<file path="src/hdl/ecpa_pkg.sv">
package ecpa_pkg;
  localparam int FIELD_BITS = 7;
  localparam int FW = FIELD_BITS;
  localparam logic [FW-1:0] PRIME = {FW{1'b1}};
  localparam logic [FW-1:0] INV_EXP = PRIME - FW'(2);
  localparam int EXP_CNT_W = $clog2(FW + 1);

  // ALU operand select
  typedef enum logic [3:0] {
    SRC_ZERO, SRC_X1, SRC_Y1, SRC_X2, SRC_Y2, SRC_T0, SRC_T1, SRC_M, SRC_R
  } src_t;

  // destination of an ALU result
  typedef enum logic [2:0] {
    DST_NONE, DST_T0, DST_T1, DST_M, DST_R, DST_X3, DST_Y3
  } dst_t;

  typedef enum logic [1:0] {
    OP_MUL, OP_ADD, OP_SUB
  } op_t;

  // how the result is formed: computed, take first, take second, infinity
  typedef enum logic [1:0] {
    K_CALC, K_P, K_Q, K_INF
  } kind_t;

  typedef struct packed {
    logic load;
    logic step;
    op_t  op;
    src_t src_a;
    src_t src_b;
    dst_t dst;
    logic r_one;
  } dp_cmd_t;

  typedef struct packed {
    logic done;
    logic inf1;
    logic inf2;
    logic x_eq;
    logic y_dbl_ok;
  } dp_stat_t;

  function automatic logic [FW-1:0] fold1(input logic [FW:0] t);
    logic [FW:0] s;
    s = {1'b0, t[FW-1:0]} + {{FW{1'b0}}, t[FW]};
    if (s[FW-1:0] == PRIME) return '0;
    return s[FW-1:0];
  endfunction

  function automatic logic [FW-1:0] canon(input logic [FW-1:0] v);
    return (v == PRIME) ? '0 : v;
  endfunction
endpackage

</file>
<file path="src/hdl/ecpa_datapath.sv">
module ecpa_datapath
  import ecpa_pkg::*;
(
  input  logic          clk,
  input  dp_cmd_t       cmd,
  input  logic [FW-1:0] p_x,
  input  logic [FW-1:0] p_y,
  input  logic          p_at_infinity,
  input  logic [FW-1:0] q_x,
  input  logic [FW-1:0] q_y,
  input  logic          q_at_infinity,
  input  logic [FW-1:0] curve_a,
  output dp_stat_t      stat,
  output logic [FW-1:0] x1_o,
  output logic [FW-1:0] y1_o,
  output logic [FW-1:0] x2_o,
  output logic [FW-1:0] y2_o,
  output logic [FW-1:0] x3_o,
  output logic [FW-1:0] y3_o
);
  logic [FW-1:0] x1, y1, x2, y2, t0, t1, m, r, x3, y3;
  logic inf1, inf2;
  // shift-and-add multiplier
  logic [FW-1:0] acc, mcand, mplier;
  logic [EXP_CNT_W-1:0] bit_cnt;
  logic busy_mul;
  logic [FW-1:0] op_a, op_b, res;
  logic [FW-1:0] dbl, acc_add;

  function automatic logic [FW-1:0] pick(input src_t s, input logic [FW-1:0] x1v,
      input logic [FW-1:0] y1v, input logic [FW-1:0] x2v, input logic [FW-1:0] y2v,
      input logic [FW-1:0] t0v, input logic [FW-1:0] t1v, input logic [FW-1:0] mv,
      input logic [FW-1:0] rv);
    case (s)
      SRC_X1:  return x1v;
      SRC_Y1:  return y1v;
      SRC_X2:  return x2v;
      SRC_Y2:  return y2v;
      SRC_T0:  return t0v;
      SRC_T1:  return t1v;
      SRC_M:   return mv;
      SRC_R:   return rv;
      default: return '0;
    endcase
  endfunction

  assign op_a = pick(cmd.src_a, x1, y1, x2, y2, t0, t1, m, r);
  assign op_b = pick(cmd.src_b, x1, y1, x2, y2, t0, t1, m, r);

  // doubling mod Mersenne prime is a rotate
  assign dbl = fold1({1'b0, acc[FW-2:0], acc[FW-1]});
  assign acc_add = mplier[FW-1] ? fold1({1'b0, dbl} + {1'b0, mcand}) : dbl;

  always_comb begin
    res = acc;
    case (cmd.op)
      OP_ADD: res = fold1({1'b0, op_a} + {1'b0, op_b});
      OP_SUB: res = fold1({1'b0, op_a} + {1'b0, canon(~op_b)});
      default: res = acc;
    endcase
  end

  always_ff @(posedge clk) begin
    if (cmd.load) begin
      x1 <= canon(p_x);
      y1 <= canon(p_y);
      x2 <= canon(q_x);
      y2 <= canon(q_y);
      inf1 <= p_at_infinity;
      inf2 <= q_at_infinity;
      t1 <= canon(curve_a);
    end
    if (cmd.r_one) r <= {{(FW-1){1'b0}}, 1'b1};
    if (cmd.load) begin
      busy_mul <= 1'b0;
    end else if (cmd.step && cmd.op == OP_MUL && !busy_mul) begin
      acc <= '0;
      mcand <= op_a;
      mplier <= op_b;
      bit_cnt <= '0;
      busy_mul <= 1'b1;
    end else if (busy_mul) begin
      // hold the product so it can be written back
      if (bit_cnt == EXP_CNT_W'(FW)) begin
        busy_mul <= 1'b0;
      end else begin
        acc <= acc_add;
        mplier <= {mplier[FW-2:0], 1'b0};
        bit_cnt <= bit_cnt + 1'b1;
      end
    end
    if (cmd.step && (cmd.op != OP_MUL || (busy_mul && bit_cnt == EXP_CNT_W'(FW)))) begin
      case (cmd.dst)
        DST_T0: t0 <= res;
        DST_T1: t1 <= res;
        DST_M:  m <= res;
        DST_R:  r <= res;
        DST_X3: x3 <= res;
        DST_Y3: y3 <= res;
        default: ;
      endcase
    end
  end

  always_comb begin
    stat.done = cmd.op != OP_MUL || (busy_mul && bit_cnt == EXP_CNT_W'(FW));
    stat.inf1 = inf1;
    stat.inf2 = inf2;
    stat.x_eq = x1 == x2;
    stat.y_dbl_ok = (y1 == y2) && (y1 != '0);
  end

  assign x1_o = x1;
  assign y1_o = y1;
  assign x2_o = x2;
  assign y2_o = y2;
  assign x3_o = x3;
  assign y3_o = y3;
endmodule

</file>
<file path="src/hdl/ecpa_ctrl.sv">
module ecpa_ctrl
  import ecpa_pkg::*;
(
  input  logic     clk,
  input  logic     rst,
  input  logic     start,
  input  dp_stat_t stat,
  output dp_cmd_t  cmd,
  output logic     busy,
  output logic     fin,
  output kind_t    fin_kind
);
  typedef enum logic [4:0] {
    S_IDLE = 5'b00001,
    S_DEC  = 5'b00010,
    S_RUN  = 5'b00100,
    S_EXP  = 5'b01000,
    S_FIN  = 5'b10000
  } state_t;

  state_t state, state_next;
  logic [4:0] pc, pc_next;
  logic [EXP_CNT_W-1:0] ebit, ebit_next;
  logic esq, esq_next;
  kind_t kind, kind_next;

  // microprogram: returns op, a, b, dst for a pc
  // doubling: t0=x1*x1; t0=t0+t0+t0+t1 via m ; d = y1+y1
  // chord: t0 = y2-y1 ; d = x2-x1
  dp_cmd_t uop;
  always_comb begin
    uop = '0;
    uop.step = 1'b1;
    case (pc)
      5'd0:  begin uop.op = OP_MUL; uop.src_a = SRC_X1; uop.src_b = SRC_X1; uop.dst = DST_T0; end
      5'd1:  begin uop.op = OP_ADD; uop.src_a = SRC_T0; uop.src_b = SRC_T0; uop.dst = DST_M; end
      5'd2:  begin uop.op = OP_ADD; uop.src_a = SRC_M;  uop.src_b = SRC_T0; uop.dst = DST_M; end
      5'd3:  begin uop.op = OP_ADD; uop.src_a = SRC_M;  uop.src_b = SRC_T1; uop.dst = DST_T0; end
      5'd4:  begin uop.op = OP_ADD; uop.src_a = SRC_Y1; uop.src_b = SRC_Y1; uop.dst = DST_M; end
      5'd8:  begin uop.op = OP_SUB; uop.src_a = SRC_Y2; uop.src_b = SRC_Y1; uop.dst = DST_T0; end
      5'd9:  begin uop.op = OP_SUB; uop.src_a = SRC_X2; uop.src_b = SRC_X1; uop.dst = DST_M; end
      // after inversion: r = 1/d
      5'd16: begin uop.op = OP_MUL; uop.src_a = SRC_T0; uop.src_b = SRC_R;  uop.dst = DST_M; end
      5'd17: begin uop.op = OP_MUL; uop.src_a = SRC_M;  uop.src_b = SRC_M;  uop.dst = DST_T0; end
      5'd18: begin uop.op = OP_SUB; uop.src_a = SRC_T0; uop.src_b = SRC_X1; uop.dst = DST_T0; end
      5'd19: begin uop.op = OP_SUB; uop.src_a = SRC_T0; uop.src_b = SRC_X2; uop.dst = DST_T0; end
      // t0 now holds x3
      5'd20: begin
        uop.op = OP_ADD; uop.src_a = SRC_T0; uop.src_b = SRC_ZERO; uop.dst = DST_X3;
      end
      5'd21: begin uop.op = OP_SUB; uop.src_a = SRC_X1; uop.src_b = SRC_T0; uop.dst = DST_T1; end
      5'd22: begin uop.op = OP_MUL; uop.src_a = SRC_M;  uop.src_b = SRC_T1; uop.dst = DST_T1; end
      5'd23: begin uop.op = OP_SUB; uop.src_a = SRC_T1; uop.src_b = SRC_Y1; uop.dst = DST_Y3; end
      default: uop.step = 1'b0;
    endcase
  end

  always_comb begin
    state_next = state;
    pc_next = pc;
    ebit_next = ebit;
    esq_next = esq;
    kind_next = kind;
    cmd = '0;
    fin = 1'b0;
    case (state)
      S_IDLE: begin
        if (start) begin
          cmd.load = 1'b1;
          state_next = S_DEC;
        end
      end
      S_DEC: begin
        state_next = S_FIN;
        if (stat.inf1) kind_next = K_Q;
        else if (stat.inf2) kind_next = K_P;
        else if (stat.x_eq && !stat.y_dbl_ok) kind_next = K_INF;
        else begin
          kind_next = K_CALC;
          pc_next = stat.x_eq ? 5'd0 : 5'd8;
          state_next = S_RUN;
        end
      end
      S_RUN: begin
        cmd = uop;
        if (stat.done) begin
          if (pc == 5'd4 || pc == 5'd9) begin
            state_next = S_EXP;
            cmd.r_one = 1'b1;
            ebit_next = '0;
            esq_next = 1'b0;
          end else if (pc == 5'd23) begin
            state_next = S_FIN;
          end else begin
            pc_next = pc + 5'd1;
          end
        end
      end
      S_EXP: begin
        // left-to-right square and multiply over the bits of p-2; base sits in m
        cmd.step = 1'b1;
        cmd.op = OP_MUL;
        cmd.src_a = SRC_R;
        cmd.src_b = esq ? SRC_M : SRC_R;
        cmd.dst = DST_R;
        if (stat.done) begin
          if (!esq && INV_EXP[EXP_CNT_W'(FW-1) - ebit]) esq_next = 1'b1;
          else begin
            esq_next = 1'b0;
            if (ebit == EXP_CNT_W'(FW - 1)) begin
              state_next = S_RUN;
              pc_next = 5'd16;
            end else ebit_next = ebit + 1'b1;
          end
        end
      end
      S_FIN: begin
        fin = 1'b1;
        state_next = S_IDLE;
      end
      default: state_next = S_IDLE;
    endcase
  end

  always_ff @(posedge clk) begin
    if (rst) begin
      state <= S_IDLE;
      pc <= '0;
      ebit <= '0;
      esq <= 1'b0;
      kind <= K_CALC;
    end else begin
      state <= state_next;
      pc <= pc_next;
      ebit <= ebit_next;
      esq <= esq_next;
      kind <= kind_next;
    end
  end

  assign busy = state != S_IDLE;
  assign fin_kind = kind;
endmodule

</file>
<file path="src/hdl/ec_point_add_mersenne.sv">
// An addition runs 16 field multiplies, a doubling 17; no field arithmetic is run when
// an operand or the sum is at infinity. One item at a time: start is taken only while
// busy is low; busy drops in the result cycle.
// Synchronous reset returns to idle and sets curve_a to 4; result strobe cannot be stalled.
module ec_point_add_mersenne
  import ecpa_pkg::*;
(
  input  logic          clk,
  input  logic          rst,
  input  logic          start,
  output logic          busy,
  input  logic [FW-1:0] p_x,
  input  logic [FW-1:0] p_y,
  input  logic          p_at_infinity,
  input  logic [FW-1:0] q_x,
  input  logic [FW-1:0] q_y,
  input  logic          q_at_infinity,
  input  logic          cfg_valid,
  output logic          cfg_ready,
  input  logic [FW-1:0] cfg_data,
  output logic          done,
  output logic [FW-1:0] sum_x,
  output logic [FW-1:0] sum_y,
  output logic          sum_at_infinity
);
  dp_cmd_t cmd;
  dp_stat_t stat;
  logic [FW-1:0] curve_a, x1, y1, x2, y2, x3, y3;
  logic fin;
  kind_t kind;

  assign cfg_ready = 1'b1;
  always_ff @(posedge clk) begin
    if (rst) curve_a <= FW'(4);
    else if (cfg_valid && cfg_ready) curve_a <= canon(cfg_data);
  end

  ecpa_ctrl u_ctrl (
    .clk, .rst, .start, .stat, .cmd, .busy, .fin, .fin_kind(kind)
  );

  ecpa_datapath u_dp (
    .clk, .cmd, .p_x, .p_y, .p_at_infinity, .q_x, .q_y, .q_at_infinity,
    .curve_a, .stat, .x1_o(x1), .y1_o(y1), .x2_o(x2), .y2_o(y2),
    .x3_o(x3), .y3_o(y3)
  );

  always_ff @(posedge clk) begin
    if (rst) done <= 1'b0;
    else done <= fin;
  end

  always_ff @(posedge clk) begin
    if (fin) begin
      case (kind)
        K_P: begin sum_x <= x1; sum_y <= y1; sum_at_infinity <= 1'b0; end
        K_Q: begin
          sum_x <= stat.inf2 ? '0 : x2;
          sum_y <= stat.inf2 ? '0 : y2;
          sum_at_infinity <= stat.inf2;
        end
        K_INF: begin sum_x <= '0; sum_y <= '0; sum_at_infinity <= 1'b1; end
        default: begin sum_x <= x3; sum_y <= y3; sum_at_infinity <= 1'b0; end
      endcase
    end
  end

  a_done_after_busy: assert property (@(posedge clk) disable iff (rst)
    done |-> $past(busy)) else $error("result without work");
  a_inf_zero: assert property (@(posedge clk) disable iff (rst)
    (done && sum_at_infinity) |-> (sum_x == '0 && sum_y == '0))
    else $error("infinity with nonzero coordinates");
  a_start_busy: assert property (@(posedge clk) disable iff (rst)
    (start && !busy) |=> busy) else $error("start not taken");
endmodule

</file>
<file path="config.mk">
export PLATFORM = sky130hd
export DESIGN_NAME = ec_point_add_mersenne
export DESIGN_NICKNAME = d
export VERILOG_FILES = /design/src/hdl/ecpa_pkg.sv /design/src/hdl/ecpa_datapath.sv /design/src/hdl/ecpa_ctrl.sv /design/src/hdl/ec_point_add_mersenne.sv
export SDC_FILE = /design/constraint.sdc
export NUM_CORES = 1
export LEC_CHECK = 0
export ABC_AREA = 1
export BUFFER_PORTS_ARGS = -buffer_cell sky130_fd_sc_hd__buf_4
export CAP_MARGIN = 5
export CORE_MARGIN = 2
export CORE_UTILIZATION = 50
export DETAILED_ROUTE_END_ITERATION = 6
export PLACE_DENSITY = 0.68
export SLEW_MARGIN = 20
export SYNTH_ARGS = -nofsm -noshare
export SYNTH_HDL_FRONTEND = slang
export SYNTH_SLANG_ARGS = --single-unit
</file>
<file path="constraint.sdc">
create_clock -name clk -period 6 [get_ports clk]
set_input_delay 0.9 -clock clk [delete_from_list [all_inputs] [get_ports clk]]
set_output_delay 0.9 -clock clk [all_outputs]
set_load 0.01 [all_outputs]
</file>
# Yosys cells after proc, flatten, opt, wreduce, memory -nomap -nowiden
# Memory sizes are Yosys's and may differ from the RTL's.
# Cells that the tools add are included.
# op_classes
muxes	89
magnitude_cmp	1
bitwise	2
n_addsub	10
n_reduce_logical	30
n_eq_ne	76
# ops
cell	n
$pmux 13 s15	1
$mux 7	25
$pmux 7 s8	2
$mux 5	19
$eq 7x7->1 const B	11
$eq 5x5->1 const B	9
$pmux 7 s3	2
$eq 4x3->1 const B	8
$pmux 14 s2	1
$add 7x7->8	3
$add 7x1->7	3
$mux 1	21
$mux 3	7
$ne 2x2->1 const B	10
$pmux 5 s4	1
$eq 4x2->1 const B	4
$eq 3x3->1 const B	5
$eq 5x2->1 const B	3
$eq 5x4->1 const B	3
$pmux 5 s3	1
$reduce_or 15->1	1
$eq 7x7->1	2
$pmux 7 s2	1
$reduce_and 6->1	2
33 further kinds	63
# word_totals
word_cells	236
mem_bits_ro	8
in_bits	41
regBits	136
memories	1
output_inout_bits	18
# mem_list
name	words	width	rd	rd_ports_with_merged_regs	wr	line_no	rtl
(no name shown)	8	1	1	0	0	ecpa_ctrl.sv:107	if (!esq && INV_EXP[EXP_CNT_W'(FW-1) - ebit]) esq_next = 1'b1;

# Logic depth before layout (Yosys ltp)
# Gate-level depths: netlist (run 1).
# depth
depth_word	18
ltp_mapped	40
mapped_depth_nobuf	40

# Modules after synthesis
# Synthesis (run 1) repeated with hierarchy kept, for this count alone.
# unflattened
cells_unflattened	1190
hier_area_um2	8987.4
# modules_own_cells
mod	area_per_inst_um2	cells_per_inst	n_inst	seq_area_each_um2
ecpa_datapath	6384.9	816	1	2762.6
ecpa_ctrl	1534.0	250	1	320.3
ec_point_add_mersenne	1068.5	124	1	610.6

# Least setup slack after synthesis (run 1)
# OpenSTA, ideal clock, no wires.
# synth_timing
path_kind	reg2reg
start	register u_ctrl.pc[0]
end	register u_dp.m[1], data pin
synth_period_minus_slack_ns	4.691
t_arrival_ns	4.428
n_path_buf	1
setup_ns	0.263
path_stages_with_launch	38
required_ns	5.737
path_slack_ns	1.309
cell_sequence	dfxtp_1 -> inv_1 -> ha_1 -> inv_1 -> nor2_2 -> nand2_1 -> nand2_1 -> nor2_1 -> nand2_2 -> nand2_2 -> nand2_4 -> nor2_2 -> buf_4 -> nand3_1 -> nand2_1 -> nor2_1 -> nand2_1 -> nor2_1 -> [... 2 more ...] -> nor2_1 -> ha_1 -> nand2_1 -> nand2_1 -> nand2_1 -> nand3_1 -> a21oi_1 -> o21bai_1 -> ha_1 -> ha_1 -> xnor2_1 -> inv_1 -> nand3_1 -> nor3_1 -> nand4_1 -> nand3_1 -> nand3_1 -> and2_1
# synth_between
elab_chain_cells	15
# synth_lines
item	line_no	rtl
start, declared	ecpa_ctrl.sv:22	logic [4:0] pc, pc_next;
start signal, assigned	ecpa_ctrl.sv:134	pc <= pc_next;
$eq 5x5->1, or another cell as far along	ecpa_ctrl.sv:34	case (pc)
$pmux 13 s15 *	ecpa_ctrl.sv:34	
$pmux 14 s2 *	ecpa_ctrl.sv:66	case (state)
$eq 4x4->1, or another cell as far along	ecpa_datapath.sv:34	case (s)
$pmux 7 s8	ecpa_datapath.sv:34	
$not 7->7	ecpa_datapath.sv:58	OP_SUB: res = fold1({1'b0, op_a} + {1'b0, canon(~op_b)});
$eq 7x7->1	ecpa_pkg.sv:53	return (v == PRIME) ? '0 : v;
$mux 7	ecpa_pkg.sv:53	
$add 7x7->8	ecpa_datapath.sv:58	
$add 7x1->7	ecpa_pkg.sv:47	s = {1'b0, t[FW-1:0]} + {{FW{1'b0}}, t[FW]};
$eq 7x7->1	ecpa_pkg.sv:48	if (s[FW-1:0] == PRIME) return '0;
$mux 1	ecpa_pkg.sv:48	
$mux 1	ecpa_datapath.sv:56	case (cmd.op)
$mux 7	ecpa_pkg.sv:49	return s[FW-1:0];
$pmux 7 s2 *	ecpa_datapath.sv:56	
named net u_dp.res[1]	ecpa_datapath.sv:27	logic [FW-1:0] op_a, op_b, res;
end signal, assigned	ecpa_datapath.sv:96	DST_M: m <= res;
end, declared	ecpa_datapath.sv:21	logic [FW-1:0] x1, y1, x2, y2, t0, t1, m, r, x3, y3;
# Mark *: on every way through the listed nets, which the timed path passes. The rest lies on a longest branch. The select of a mux whose other input is x is not followed.
# A chain may end at the register's enable or synchronous reset.

# Worst setup path in the final report (run 1)
# layout_timing
start	register u_ctrl.pc[1]
end	register u_dp.m[2], data pin
# Same word-level chain as after synthesis.

==> results of run 1 <==
## worst min-delay path by stage
stage | start | end | slack [ns] | cells after the start
after global placement | u_ctrl.ebit[2] | u_ctrl.ebit[2] | 0.48 | 2
after detailed placement | u_ctrl.ebit[2] | u_ctrl.ebit[2] | 0.48 | 2
after CTS | u_ctrl.ebit[2] | u_ctrl.ebit[2] | 0.49 | 2
after global routing | curve_a[2] | curve_a[2] | 0.52 | 2
after floorplan | u_dp.r[1] | u_dp.r[1] | 0.45 | 2
final | u_ctrl.ebit[2] | u_ctrl.ebit[2] | 0.50 | 2
## metrics by stage
stage | hold WS (ns) | TNS [ns] | area (um2)
after floorplan | 0.445 | 0 | 8820
after global placement | 0.479 | 0 | 9530
after detailed placement | 0.484 | 0 | 9530
after CTS | 0.493 | 0 | 10200
after global routing | 0.516 | -0.0341 | 10300
final | 0.497 | 0 | 10300
## synth_stat cells, types with 3 or more instances
master                     number  area, um2
sky130_fd_sc_hd__nand2_1      275       1030
sky130_fd_sc_hd__inv_1        161        604
sky130_fd_sc_hd__nor2_1       150        563
sky130_fd_sc_hd__nand3_1      118        591
sky130_fd_sc_hd__edfxtp_1      97       2910
sky130_fd_sc_hd__o21ai_0       43        215
sky130_fd_sc_hd__a21oi_1       42        210
sky130_fd_sc_hd__nand4_1       40        250
sky130_fd_sc_hd__dfxtp_1       39        781
sky130_fd_sc_hd__ha_1          39        488
sky130_fd_sc_hd__o211ai_1      21        158
sky130_fd_sc_hd__xor2_1        13        114
sky130_fd_sc_hd__nor3_1        12       60.1
sky130_fd_sc_hd__nor4_1        12       75.1
sky130_fd_sc_hd__clkbuf_1      10       37.5
sky130_fd_sc_hd__nand2_2       10       62.6
sky130_fd_sc_hd__nor2_2         7       43.8
sky130_fd_sc_hd__o22ai_1        7       43.8
sky130_fd_sc_hd__xnor2_1        7       61.3
sky130_fd_sc_hd__and2_1         6       37.5
sky130_fd_sc_hd__a31oi_1        5       31.3
sky130_fd_sc_hd__buf_2          5       25.0
sky130_fd_sc_hd__inv_2          5       18.8
sky130_fd_sc_hd__or2_2          5       31.3
sky130_fd_sc_hd__a22oi_1        4       30.0
sky130_fd_sc_hd__o21bai_1       4       30.0
sky130_fd_sc_hd__a211oi_1       3       22.5
sky130_fd_sc_hd__buf_4          3       22.5
sky130_fd_sc_hd__fa_1           3       60.1
sky130_fd_sc_hd__nand4_2        3       37.5
sky130_fd_sc_hd__nor2_4         3       33.8
## routing by layer
metal	GRT usage [%]	wire (um)	vias up
li1	-	-	4061
met1	39.1	11400	3752
met2	44.7	11700	306
met3	6.81	2110	69
met4	14.3	1170	0
met5	0	0	-
## layout make-up
type,instances,area [um2]
Clock inverter,15,203
Multi-Input combinational cell,850,4510
Clock buffer,17,425
Inverter,167,627
Timing Repair Buffer,70,546
Sequential cell,136,3700
Tap cell,225,282
Fill cell,1602,7010
## layout by cell type (no fill, tap or decap), types with 3 or more instances in the layout
master,synthesis,routed
sky130_fd_sc_hd__a22oi_1,4,4
sky130_fd_sc_hd__xnor2_1,7,7
sky130_fd_sc_hd__nor2_2,7,13
sky130_fd_sc_hd__a31oi_1,5,5
sky130_fd_sc_hd__nor2_1,150,141
sky130_fd_sc_hd__nand3_1,118,117
sky130_fd_sc_hd__nand3_2,2,3
sky130_fd_sc_hd__nor3_2,0,3
sky130_fd_sc_hd__nor4_1,12,12
sky130_fd_sc_hd__a21oi_1,42,42
sky130_fd_sc_hd__nand2_1,275,273
sky130_fd_sc_hd__buf_4,3,69
sky130_fd_sc_hd__inv_6,0,3
sky130_fd_sc_hd__ha_1,39,38
sky130_fd_sc_hd__a211oi_1,3,3
sky130_fd_sc_hd__and2_1,6,4
sky130_fd_sc_hd__xor2_1,13,13
sky130_fd_sc_hd__inv_2,5,5
sky130_fd_sc_hd__o21ai_0,43,42
sky130_fd_sc_hd__o22ai_1,7,7
sky130_fd_sc_hd__nor3_1,12,9
sky130_fd_sc_hd__dfxtp_1,39,37
sky130_fd_sc_hd__o211ai_1,21,21
sky130_fd_sc_hd__nand2_2,10,11
sky130_fd_sc_hd__fa_1,3,3
sky130_fd_sc_hd__inv_1,161,161
sky130_fd_sc_hd__inv_8,0,6
sky130_fd_sc_hd__clkbuf_16,0,17
sky130_fd_sc_hd__or2_2,5,5
sky130_fd_sc_hd__o21bai_1,4,4
sky130_fd_sc_hd__edfxtp_1,97,97
sky130_fd_sc_hd__nand4_2,3,3
sky130_fd_sc_hd__nor2_4,3,7
sky130_fd_sc_hd__nand4_1,40,40
## registers in the layout, indices dropped and copies added (netlist names), 2 cells and up
register and count:
u_dp.m 7, u_dp.y3_o 7, u_dp.y1_o 7, curve_a 7
sum_x 7, u_dp.mcand 7, u_dp.mplier 7, u_dp.r 7
u_dp.x2_o 7, u_ctrl.ebit 3, u_dp.bit_cnt 3, u_dp.x1_o 7
u_ctrl.fin_kind 2, u_dp.y2_o 7, sum_y 7, u_dp.x3_o 7
u_ctrl.pc 5, u_ctrl.state 5, u_dp.t0 7, u_dp.acc 7
u_dp.t1 7
## repair_timing
action                                  4_1_cts  5_1_grt
resized for setup                             0       25
buffers inserted                              0        3
endpoints found under the setup margin        0       42
## cells by family (layout without fill, tap and decap cells)
kind of cell / Yosys count / in the layout
buffers and inverters: 186 / 269
xor gates and xnor gates: 20 / 20
AOI/OAI and AO/OA: 136 / 136
and+or+nand+nor: 650 / 651
other: 1 / 1
adders and majority gates: 42 / 42
DFF: 136 / 136
## power groups by stage
stage	sequential (uW)	combinational [uW]	clock, uW
3_5_place_dp	1230	373	0
4_1_cts	1210	376	1120
3_3_place_gp	1230	372	0
5_1_grt	1220	448	1160
6_report	1210	403	1100
2_1_floorplan	1180	260	0
## tightest hold or removal path: cells and delay by family (launching register included)
family	cells	cell delay, ns
AND/OR/NAND/NOR	1	0.07
flip-flops	1	0.33
AO/OA/AOI/OAI	1	0.05
==> results.md, run 1 <==
- The run finished with clean final reports.
- The setup check on the worst reg-to-reg path leaves a slack of 0.53 ns.
- For this run, the number of standard cells in the final layout without fillers is 1480.
- The number of buffer and inverter stages on the critical path is 2.
- The sequential group share of total power is 44.6%.
- Yosys mapped the design onto 44 distinct sky130hd cell types.
- The share of total power in combinational logic is 14.8%.
- After detailed routing, the average wire length per cell comes to 17.8 um.
- The initial utilization of the core area, before any placement, comes to roughly half.
- The total of buffers placed on input and output ports is 57.
- Max-cap violations in this run came to 0.
- After clock tree synthesis, the clock-pin slew on the worst setup and hold paths is ~0.070 ns.
- The placer's final routability congestion estimate is 1.01.
- The worst supply voltage drop on vdd is 0.000259 V.
- The final routed wirelength across all metal layers is roughly 26 mm.
- The share of flip-flops with an asynchronous set or reset after synthesis is 0%.
- In this run the deepest clock path goes through 2 buffers.
- STA puts the critical path data required time at roughly 6.2 ns.
- Summed over all cells, the static leakage comes to 0.00475 uW.
- Of the total synthesized cell area, the portion taken by full adders, half adders and majority gates is under 10%.
- The violation count after the first detailed-route iteration is roughly 800.
- Once detail routing completed, the nets flagged for antenna violations numbered 0.
- Tracing the worst setup path back leads to its startpoint at u_ctrl.pc[1].
- TritonCTS built the clock tree.
- Synthesis produced a netlist with a net count of between 1000 and 1500.
- The final design utilization is 59.5%.
- The layout cell share with drive strength beyond 1 is about 13%.
- The layout overhead on the synthesized area is 16.5%.
- The number of cell instances on the worst register-to-register path is 34.
- The pre-CTS worst setup slack is 0.262 ns.
- Across the routed clock network, the largest skew measured is approximately 0.020 ns.
- The cell family with the largest share of critical-path delay is simple AND/OR/NAND/NOR gates.
- The post-synthesis average cell area is 7.54 um2.
- The library cell used as clock root buffer is sky130_fd_sc_hd__clkbuf_16.
- The power density over the cells is approximately 260 nW/um2.
- The total power consumption of the routed design is 2720 uW.
- For this design, the slowest cell found on the critical path is sky130_fd_sc_hd__dfxtp_1.
- The critical path is of the register to register type.
- CTS built an H-tree with a depth of 4.
- The height of the chip is approximately 140 um.
- Dividing the final minimum period by the clock period gives a little over 90%.
- At the later pin of the worst-skew pair, clock insertion delay measures around 0.43 ns.
- The end of the worst register-to-register path is u_dp.m[2].
- Following the worst setup path forward leads to its endpoint at u_dp.m[2].
- Setup violations remaining at the end of the flow were counted as 0.
- The I/O pin count is 59.
- The most used flip-flop cell after synthesis is sky130_fd_sc_hd__edfxtp_1.
- The final hold violation count is 0.
- The HPWL after detailed placement is 21.0 mm.
- The sequential cell area fraction in the yosys report is 41.9%.
- Using the TritonRoute via totals, the vias-per-cell ratio works out to between 5 and 6.
- After detailed routing, the number of remaining DRC violations is 0.
- The xor-xnor portion of the synthesized cell area is about 2.0%.
- During synthesis, Yosys emitted a total of 0 warnings.
- For the worst setup path, the data arrival time is between 5 and 6 ns.
- Headroom to the max-slew limit came out at 34.8%.
- The iteration count of the initial detailed-routing pass is 5.
- The setup slack of the critical path after layout is around 0.53 ns.
- The via count of the first global-routing pass is approximately 7700.
- The combinational family with the most area after synthesis is simple AND/OR/NAND/NOR gates.
- The upper clock frequency limit is 0.183 GHz.
- The clock network power share is approximately two fifths.
- The routed via count is 8188.
- The post-synthesis instance total is about 1200.
- Yosys mapped a number of flops with a built-in enable equal to 97.
- In this run switching power makes up 30.6% of total power.
- STA classifies the critical path endpoint as a register.
- The origin of the critical flop-to-flop path is u_ctrl.pc[1].
- The standard cell core area is between 15000 and 20000 um2.
- The count of antenna diodes in the layout is 0.
- The floorplan step defined a die boundary enclosing 18700 um2.
- The cell-internal power is around 1900 uW.
- The total count of max-transition violations in the final report is 0.
- The number of core rows is 48.
- Of the total synthesized cell area, the portion taken by AND, OR, NAND and NOR gates is 32.7%.
- The clock drives ~140 sinks.
- The number of clock buffers added by TritonCTS is 17.
- The slew at the pin closest to its max-slew limit is around 0.97 ns.
- The pin count of the biggest net entering global routing is 45.
- The kind of start point of the critical path is a register.
- In the global route stage, overall resource usage came out at ~29%.
- The first global-routing pass estimated ~40 mm of wire.
- The number of nets at the end of the flow is 1325.
- Buffers inserted to repair hold after CTS numbered 0.
- The critical path's largest stage delay is ~0.38 ns.
- In this run the worst hold path is classified as register to register.
- The width of the die is 137 um.
- The number of antenna violations at the first check in global routing is 0.
- Among the stages of the critical path, the cell type that occurs most often is sky130_fd_sc_hd__nand2_1.
- The critical path crosses 34 cells after its start point.
- The worst path needs 5.47 ns of the cycle, external delays included.
- After detailed placement, the design holds a cell count of roughly 1400.
- The multiplexer fraction of the synthesized cell area is 0%.
- Summed over all nets, the switching power comes to 832 uW.
- The compound-cell area share of the yosys netlist is a little under a tenth.
- Summing every instance area after synthesis gives ~8800 um2.
- Summed over all layers, the global routing overflow is 0.
- In this run the worst path has a maximum fanout of 10.
- Counting flops and latches in the post-synthesis netlist gives 136.
Note: power is estimated with default switching activity, not from simulation.
==> run 2, diff against run 1 <==
Settings changed: CELL_PAD_IN_SITES_DETAIL_PLACEMENT set to 1, CELL_PAD_IN_SITES_GLOBAL_PLACEMENT set to 1, CORE_UTILIZATION 50 to 46, PLACE_DENSITY 0.68 to not set, PLACE_DENSITY_LB_ADDON set to 0.1, SETUP_SLACK_MARGIN set to 0.05.
==> results.md, run 2 (same netlist as run 1, synthesis figures left out) <==
- Run status: completed (unchanged).
- The total count of max-transition violations in the final report is 0 (unchanged).
- The kind of start point of the critical path is a register (unchanged).
- The global route total overflow came to 0 (unchanged).
- The HPWL after detailed placement is 23.9 mm (was 21.0 mm).
- The end of the worst register-to-register path is u_dp.m[0] (was u_dp.m[2]).
- The count of antenna diodes in the layout was 0 (unchanged).
- The area used by multi-input combinational logic is 4610 um2 (was 4510 um2).
- The aggregate global-route resource usage came to 30.9% (was 29.2%).
- The library cell used as clock root buffer is sky130_fd_sc_hd__clkbuf_16 (unchanged).
- The worst supply voltage drop on vdd was 0.000197 V (was 0.000259 V).
- The leakage dissipation is 0.00470 uW (was 0.00475 uW).
- The number of nets at the end of the flow is 1326 (was 1325).
- The routed via count is 8616 (was 8188).
- The most common cell after layout, fill and taps aside is sky130_fd_sc_hd__nand2_1 (unchanged).
- The slack of the worst reg-to-reg path is 0.43 ns (was 0.53 ns).
- Most used cells in the layout excluding fill and tap cells: sky130_fd_sc_hd__nand2_1 (272), sky130_fd_sc_hd__inv_1 (161), sky130_fd_sc_hd__nor2_1 (136) (was sky130_fd_sc_hd__nand2_1 (273), sky130_fd_sc_hd__inv_1 (161), sky130_fd_sc_hd__nor2_1 (141)).
- The insertion delay to the later sink of the worst-skew pair is 0.44 ns (was 0.43 ns).
- The origin of the critical flop-to-flop path was u_ctrl.pc[1] (unchanged).
- The worst slew margin relative to its limit is 31.0% (was 34.8%).
- The clock tree from TritonCTS is built (unchanged).
- The iteration count of the initial detailed-routing pass is 5 (unchanged).
- The number of antenna violations at the first check in global routing is 0 (unchanged).
- The number of setup violations in the final report was 0 (unchanged).
- The number of routed nets with antenna violations was 0 (unchanged).
- The layout cell share with drive strength beyond 1 came to 13.8% (was 12.9%).
- The number of buffers created by CTS came to 17 (unchanged).
- The count of fill cells added during filler insertion came to 2360 (was 1602).
- The critical path capture point type is a register (unchanged).
- The final hold violation count is 0 (unchanged).
- The total DRC errors in the routed layout is 0 (unchanged).
- The pin count of the biggest net entering global routing is 43 (was 45).
- The critical setup path kind is register to register (unchanged).
- The maximum level of the CTS H-tree is 4 (unchanged).
- The launch instance of the worst min-delay path is u_ctrl.ebit[2] (unchanged).
- The final design utilization is 54.9% (was 59.5%).
- The critical path's largest stage delay is 0.38 ns (about the same).
- The arrival time reported for the critical path endpoint is 5.74 ns (was 5.63 ns).
- The sequential cell area is 3690 um2 (was 3700 um2).
- The total negative slack came to 0 ns (unchanged).
- The width of the die is 143 um (was 137 um).
- The final routed wirelength across all metal layers is 30.3 mm (was 26.4 mm).
- The maximum number of buffers from clock root to sink is 2 (unchanged).
- The total power consumption of the routed design is 2630 uW (was 2720 uW).
- The placer's final routability congestion estimate is 0.989 (was 1.01).
- The height of the chip was 143 um (was 137 um).
- The layout overhead on the synthesized area came to 16.8% (was 16.5%).
- The dominant cell type by count on the critical path is sky130_fd_sc_hd__nand2_1 (unchanged).
- The number of core rows is 50 (was 48).
- The final cycle utilization of the critical path is 92.8% (was 91.2%).
- The data required time of the worst path is 6.17 ns (was 6.16 ns).
- The power density over the cells was 255 nW/um2 (was 265 nW/um2).
- The number of cell instances on the worst register-to-register path is 39 (was 34).
- The wire length per cell after detailed routing is 20.4 um (was 17.8 um).
- The I/O pin count came to 59 (unchanged).
- The clock edge transition at the registers on the reported setup and hold paths came to 0.06 ns (was 0.07 ns).
- The total of buffers placed on input and output ports is 57 (unchanged).
- The path type of the worst min-delay path is register to register (unchanged).
- The master of the slowest instance on the critical path is sky130_fd_sc_hd__dfxtp_1 (unchanged).
- The clock sink count is 136 (unchanged).
- The shortest clock period the worst path allows after layout is 5.57 ns (was 5.47 ns).
- The die area was 20300 um2 (was 18700 um2).
- The number of cells on the worst hold path is 2 (unchanged).
- The effective utilization at floorplan was 47.0% (was 51.0%).
- The number of maximum-capacitance violations was 0 (unchanged).
- The upper clock frequency limit was 0.180 GHz (was 0.183 GHz).
- The violation count after the first detailed-route iteration is 672 (was 796).
- The number of buffers added to fix hold violations after cts is 0 (unchanged).
- The via count of the first global-routing pass is 8739 (was 7664).
- The number of vias per cell is 5.78 (was 5.53).
- The worst-case clock skew came to 0.0111 ns (was 0.0203 ns).
- The standard cell core area is 18800 um2 (was 17300 um2).
- The highest fanout seen on the critical path came to 7 (was 10).
- The final-layout worst hold slack is 0.496 ns (was 0.497 ns).
- The wire length of the first global-routing pass is 47.6 mm (was 40.9 mm).
- The sink of the worst hold path is u_ctrl.ebit[2] (unchanged).
- The slew at the pin closest to its max-slew limit is 1.03 ns (was 0.974 ns).
[run 2: changes by cell type in the layout (fill, tap and decap cells not counted), sizes merged]
cell and change:
buf +2, clkinv +4, bufinv -2, inv -3, nor2 -1, clkbuf +1
[run 2: layer usage]
| metal | wire length, um | track usage (%) |
|---|---|---|
| met1 | 13300 | 40.9 |
| met2 | 14000 | 49.9 |
| met3 | 1730 | 5.22 |
| met4 | 1280 | 13.3 |
| met5 | 0 | 0 |
[run 2: final cells by class]
class / instances / share of cell area [%]
clock buffer: 18 / 4.17
clock inverter: 14 / 1.09
inverter: 167 / 6.10
multi-input combinational: 849 / 44.7
sequential: 136 / 35.8
tap: 234 / 2.84
timing repair buffer: 72 / 5.25
[run 2: stage by stage]
stage	worst slack, ns	instance area, um2	cells
after floorplan	1.31	8820	1171
after global placement	0.256	9550	1453
after detailed placement	0.212	9550	1453
after CTS	0.154	10100	1485
after global routing	-0.0301	10300	1490
final	0.434	10300	1490
[run 2: report_power, final]
part	switching (uW)	leakage, uW	internal (uW)
Clock	444	0.000265	537
Sequential	127	0.00120	1110
Combinational	286	0.00323	126
[run 2: worst max path at each step]
stage	start	end
floorplan	u_ctrl.pc[0]	u_dp.m[1]
global placement	u_ctrl.pc[0]	u_dp.y3_o[6]
detailed placement	u_ctrl.pc[0]	u_dp.y3_o[6]
CTS	u_ctrl.pc[0]	u_dp.m[6]
global route	u_ctrl.pc[0]	u_dp.m[0]
finish	u_ctrl.pc[1]	u_dp.m[0]
[run 2: critical path, delay by kind of cell, from the launching register on]
| family | cells | cell delay (ns) |
|---|---|---|
| flip-flops | 1 | 0.38 |
| AO/OA/AOI/OAI | 3 | 0.46 |
| adder cells (fa/ha/maj) | 4 | 0.96 |
| buffers and inverters | 5 | 0.49 |
| AND/OR/NAND/NOR | 27 | 2.97 |
[run 2: what timing repair did]
| action | CTS | global route |
|---|---|---|
| setup endpoints to repair | 0 | 42 |
| resized for setup | 0 | 42 |
| setup buffers | 0 | 5 |
==> run 3, diff against run 2 <==
Settings changed: SYNTH_HIERARCHICAL set to 1.
==> results.md, run 3 <==
- The final cycle utilization of the critical path is 95.7% (was 92.8%).
- Run status: completed (unchanged).
- The slack of the worst reg-to-reg path came to 0.26 ns (was 0.43 ns).
- The number of synthesized register bits is 136 (unchanged).
- The end of the worst register-to-register path is u_dp/x3_o[1] (was u_dp.m[0]).
- The number of setup violations in the final report is 0 (unchanged).
- The shortest clock period the worst path allows after layout is 5.74 ns (was 5.57 ns).
- The cell family with the largest share of critical-path delay is simple AND/OR/NAND/NOR gates (unchanged).
- The number of routed nets with antenna violations is 0 (unchanged).
- The worst-case clock skew is 0.0172 ns (was 0.0111 ns).
- The total DRC errors in the routed layout is 0 (unchanged).
- Most used cells in the layout excluding fill and tap cells: sky130_fd_sc_hd__nand2_1 (264), sky130_fd_sc_hd__inv_1 (181), sky130_fd_sc_hd__nor2_1 (142) (was sky130_fd_sc_hd__nand2_1 (272), sky130_fd_sc_hd__inv_1 (161), sky130_fd_sc_hd__nor2_1 (136)).
- The insertion delay to the later sink of the worst-skew pair is 0.45 ns (was 0.44 ns).
- The data required time of the worst path was 6.17 ns (about the same).
- The number of cell instances on the worst register-to-register path is 37 (was 39).
- The critical setup path kind was register to register (unchanged).
- The count of synthesis-stage warnings from yosys is 6 (was 0).
- The layout cell share with drive strength beyond 1 was 20.6% (was 13.8%).
- The clock tree from TritonCTS is built (unchanged).
- The maximum level of the CTS H-tree was 4 (unchanged).
- The number of vias per cell is 5.54 (was 5.78).
- The I/O pin count is 59 (unchanged).
- The library cell used as clock root buffer is sky130_fd_sc_hd__clkbuf_16 (unchanged).
- The setup slack of the critical path after layout was 0.257 ns (was 0.434 ns).
- The number of antenna violations at the first check in global routing was 0 (unchanged).
- The power density over the cells is 353 nW/um2 (was 255 nW/um2).
- The post-synthesis average cell area is 7.55 um2 (was 7.54 um2).
- The count of fill cells added during filler insertion is 2448 (was 2360).
- The effective utilization at floorplan is 46.5% (was 47.0%).
- The number of maximum-capacitance violations is 0 (unchanged).
- The clock edge transition at the registers on the reported setup and hold paths is 0.06 ns (about the same).
- The pin count of the biggest net entering global routing is 42 (was 43).
- The path type of the worst min-delay path is register to register (unchanged).
- The leakage dissipation came to 0.00497 uW (was 0.00470 uW).
- The wire length of the first global-routing pass was 45.9 mm (was 47.6 mm).
- The number of cells on the worst hold path is 2 (unchanged).
- The origin of the critical flop-to-flop path is u_ctrl/pc[0] (was u_ctrl.pc[1]).
- The dominant cell type by count on the critical path was sky130_fd_sc_hd__nand2_1 (unchanged).
- The critical path's largest stage delay is 0.43 ns (was 0.38 ns).
- The arrival time reported for the critical path endpoint was 5.92 ns (was 5.74 ns).
- The number of buffer and inverter stages on the critical path is 8 (was 5).
- The post-synthesis instance total is 1190 (was 1171).
- The number of synthesized flops with an enable pin came to 97 (unchanged).
- The most common cell after layout, fill and taps aside is sky130_fd_sc_hd__nand2_1 (unchanged).
- The master of the slowest instance on the critical path is sky130_fd_sc_hd__a221oi_1 (was sky130_fd_sc_hd__dfxtp_1).
- The total of buffers placed on input and output ports came to 57 (unchanged).
- The width of the die is 144 um (was 143 um).
- The worst slew margin relative to its limit is 28.3% (was 31.0%).
- The routed length on met3 came to 1.73 mm (about the same).
- The worst supply voltage drop on vdd is 0.000346 V (was 0.000197 V).
- The number of core rows is 51 (was 50).
- The final design utilization is 57.3% (was 54.9%).
- The height of the chip is 144 um (was 143 um).
- The met2 layer wire length in the routed design was 15.7 mm (was 14.0 mm).
- The clock sink count is 136 (unchanged).
- The synthesized net count was 1273 (was 1254).
- The number of nets at the end of the flow is 1389 (was 1326).
- The pre-CTS worst setup slack is -0.340 ns (was 0.212 ns).
- The upper clock frequency limit came to 0.174 GHz (was 0.180 GHz).
- List of most frequent post-synthesis cells: sky130_fd_sc_hd__nand2_1 (282), sky130_fd_sc_hd__inv_1 (186), sky130_fd_sc_hd__nor2_1 (151) (was sky130_fd_sc_hd__nand2_1 (275), sky130_fd_sc_hd__inv_1 (161), sky130_fd_sc_hd__nor2_1 (150)).
- The final hold violation count was 0 (unchanged).
- The non-filler instance count after layout is 1584 (was 1490).
- The most used standard cell by instance count after synthesis is sky130_fd_sc_hd__nand2_1 (unchanged).
- The final routed wirelength across all metal layers is 31.1 mm (was 30.3 mm).
- The sequential cell area fraction in the yosys report is 41.1% (was 41.9%).
- The primary flip-flop cell chosen by synthesis mapping is sky130_fd_sc_hd__edfxtp_1 (unchanged).
- The highest fanout seen on the critical path was 7 (unchanged).
- The count of antenna diodes in the layout is 0 (unchanged).
- The met1 layer wirelength in the final routing is 12.6 mm (was 13.3 mm).
- The most area-hungry cell type in the Yosys netlist is sky130_fd_sc_hd__edfxtp_1 (unchanged).
- The kind of start point of the critical path is a register (unchanged).
- The sink of the worst hold path is u_dp/r[5] (was u_ctrl.ebit[2]).
- The slew at the pin closest to its max-slew limit is 1.07 ns (was 1.03 ns).
- The maximum number of buffers from clock root to sink came to 2 (unchanged).
- Top post-synthesis cells by area: sky130_fd_sc_hd__edfxtp_1 (32%), sky130_fd_sc_hd__nand2_1 (12%), sky130_fd_sc_hd__dfxtp_1 (8.7%) (was sky130_fd_sc_hd__edfxtp_1 (33%), sky130_fd_sc_hd__nand2_1 (12%), sky130_fd_sc_hd__dfxtp_1 (8.8%)).
- The routed via count is 8783 (was 8616).
- The die area is 20700 um2 (was 20300 um2).
- The critical path capture point type was a register (unchanged).
- The number of buffers created by CTS is 17 (unchanged).
- The number of buffers added to fix hold violations after cts is 0 (unchanged).
- The total count of max-transition violations in the final report is 0 (unchanged).
- The layout overhead on the synthesized area came to 23.3% (was 16.8%).
- The global route total overflow is 0 (unchanged).
- The placer's final routability congestion estimate was 0.924 (was 0.989).
- The violation count after the first detailed-route iteration was 606 (was 672).
- The iteration count of the initial detailed-routing pass is 5 (unchanged).
- The wire length per cell after detailed routing is 19.6 um (was 20.4 um).
- The aggregate global-route resource usage came to 29.2% (was 30.9%).
- The standard cell core area is 19300 um2 (was 18800 um2).
- The launch instance of the worst min-delay path is u_dp/r[5] (was u_ctrl.ebit[2]).
- The number of cells after detailed placement is 1525 (was 1453).
- The HPWL after detailed placement is 22.6 mm (was 23.9 mm).
- The unique cell type count in the Yosys netlist is 49 (was 44).
- The top layer used by detailed routing is met4 (unchanged).
- The proportion of netlist area held by the largest area contributor is 32.4% (was 33.0%).
- The netlist area before placement is 8990 um2 (was 8820 um2).
- The share of flip-flops with an asynchronous set or reset after synthesis is 0% (unchanged).
- The via count of the first global-routing pass is 8736 (was 8739).
## run 3: cell count changes in the layout (fill, tap and decap cells not counted), moves of 8 or more
cell                       change
sky130_fd_sc_hd__nand3_1      -25
sky130_fd_sc_hd__o21ai_0      -18
sky130_fd_sc_hd__inv_1        +20
sky130_fd_sc_hd__nand2_1       -8
sky130_fd_sc_hd__o22ai_1      +13
sky130_fd_sc_hd__o21ai_1       +8
sky130_fd_sc_hd__inv_2        +10
sky130_fd_sc_hd__buf_4        +42
sky130_fd_sc_hd__a21oi_1      +15
sky130_fd_sc_hd__nand4_1      -20
sky130_fd_sc_hd__nand2_2      +13
sky130_fd_sc_hd__o211ai_1     -16
## run 3: per-layer routing
metal / vias up / global-route usage (%)
met2: 316 / 50.7
met5: - / 0
met4: 0 / 10.3
met1: 4197 / 35.4
li1: 4191 / -
met3: 79 / 6.66
## run 3: cell families after synthesis
group	after synthesis	synth area share [%]
adder cells (fa/ha/maj)	42	6.10
XOR/XNOR	20	1.95
AND/OR/NAND/NOR	618	30.7
buffers and inverters	213	9.36
AO/OA/AOI/OAI	160	10.7
other	1	0.0417
flip-flops	136	41.1
## run 3: cell type report
class                           count  area [um2]  share of cell area [%]
Clock buffer                       17         425                    3.84
Clock inverter                     15         173                    1.56
Inverter                          196         736                    6.64
Multi-Input combinational cell    841        4860                    43.9
Sequential cell                   136        3700                    33.4
Tap cell                          265         332                    2.99
Timing Repair Buffer              114         856                    7.73
## run 3: what timing repair did
action / CTS / global route
pin swaps: 6 / 31
setup endpoints to repair: 42 / 42
gates resized for setup: 20 / 73
buffers inserted: 2 / 25
## run 3: worst max-delay path by stage
| stage | start | endpoint | slack (ns) | cells after the start |
|---|---|---|---|---|
| 3_3_place_gp | u_ctrl/pc[0] | u_dp/y3_o[2] | -0.13 | 36 |
| 5_1_grt | u_ctrl/pc[0] | u_dp/y3_o[0] | -0.15 | 36 |
| 4_1_cts | u_ctrl/pc[0] | u_dp/t0[2] | 0.06 | 39 |
| 6_report | u_ctrl/pc[0] | u_dp/x3_o[1] | 0.26 | 37 |
| 3_5_place_dp | u_ctrl/pc[0] | u_dp/x3_o[0] | -0.34 | 37 |
| 2_1_floorplan | u_ctrl/pc[0] | u_dp/m[4] | 0.99 | 36 |
## run 3: tightest hold or removal path, cell delays in order (launching register included)
cell	delay [ns]
sky130_fd_sc_hd__dfxtp_1	0.34
sky130_fd_sc_hd__nand2_1	0.07
sky130_fd_sc_hd__o21ai_1	0.05
## run 3: power by group
part | total [uW] | leakage, uW | switching, uW | internal (uW)
Clock | 1070 | 0.000296 | 477 | 595
Combinational | 1430 | 0.00346 | 942 | 491
Sequential | 1410 | 0.00121 | 182 | 1220
## run 3: through the flow
stage | hold WS [ns] | power [uW] | setup TNS [ns] | instance area [um2]
6_report | 0.495 | 3910 | 0 | 11100
5_1_grt | 0.526 | 4130 | -4.59 | 11100
4_1_cts | 0.481 | 3780 | 0 | 10600
3_5_place_dp | 0.472 | 2680 | -9.80 | 9890
3_3_place_gp | 0.471 | 2640 | -3.10 | 9890
2_1_floorplan | 0.448 | 2250 | 0 | 8990
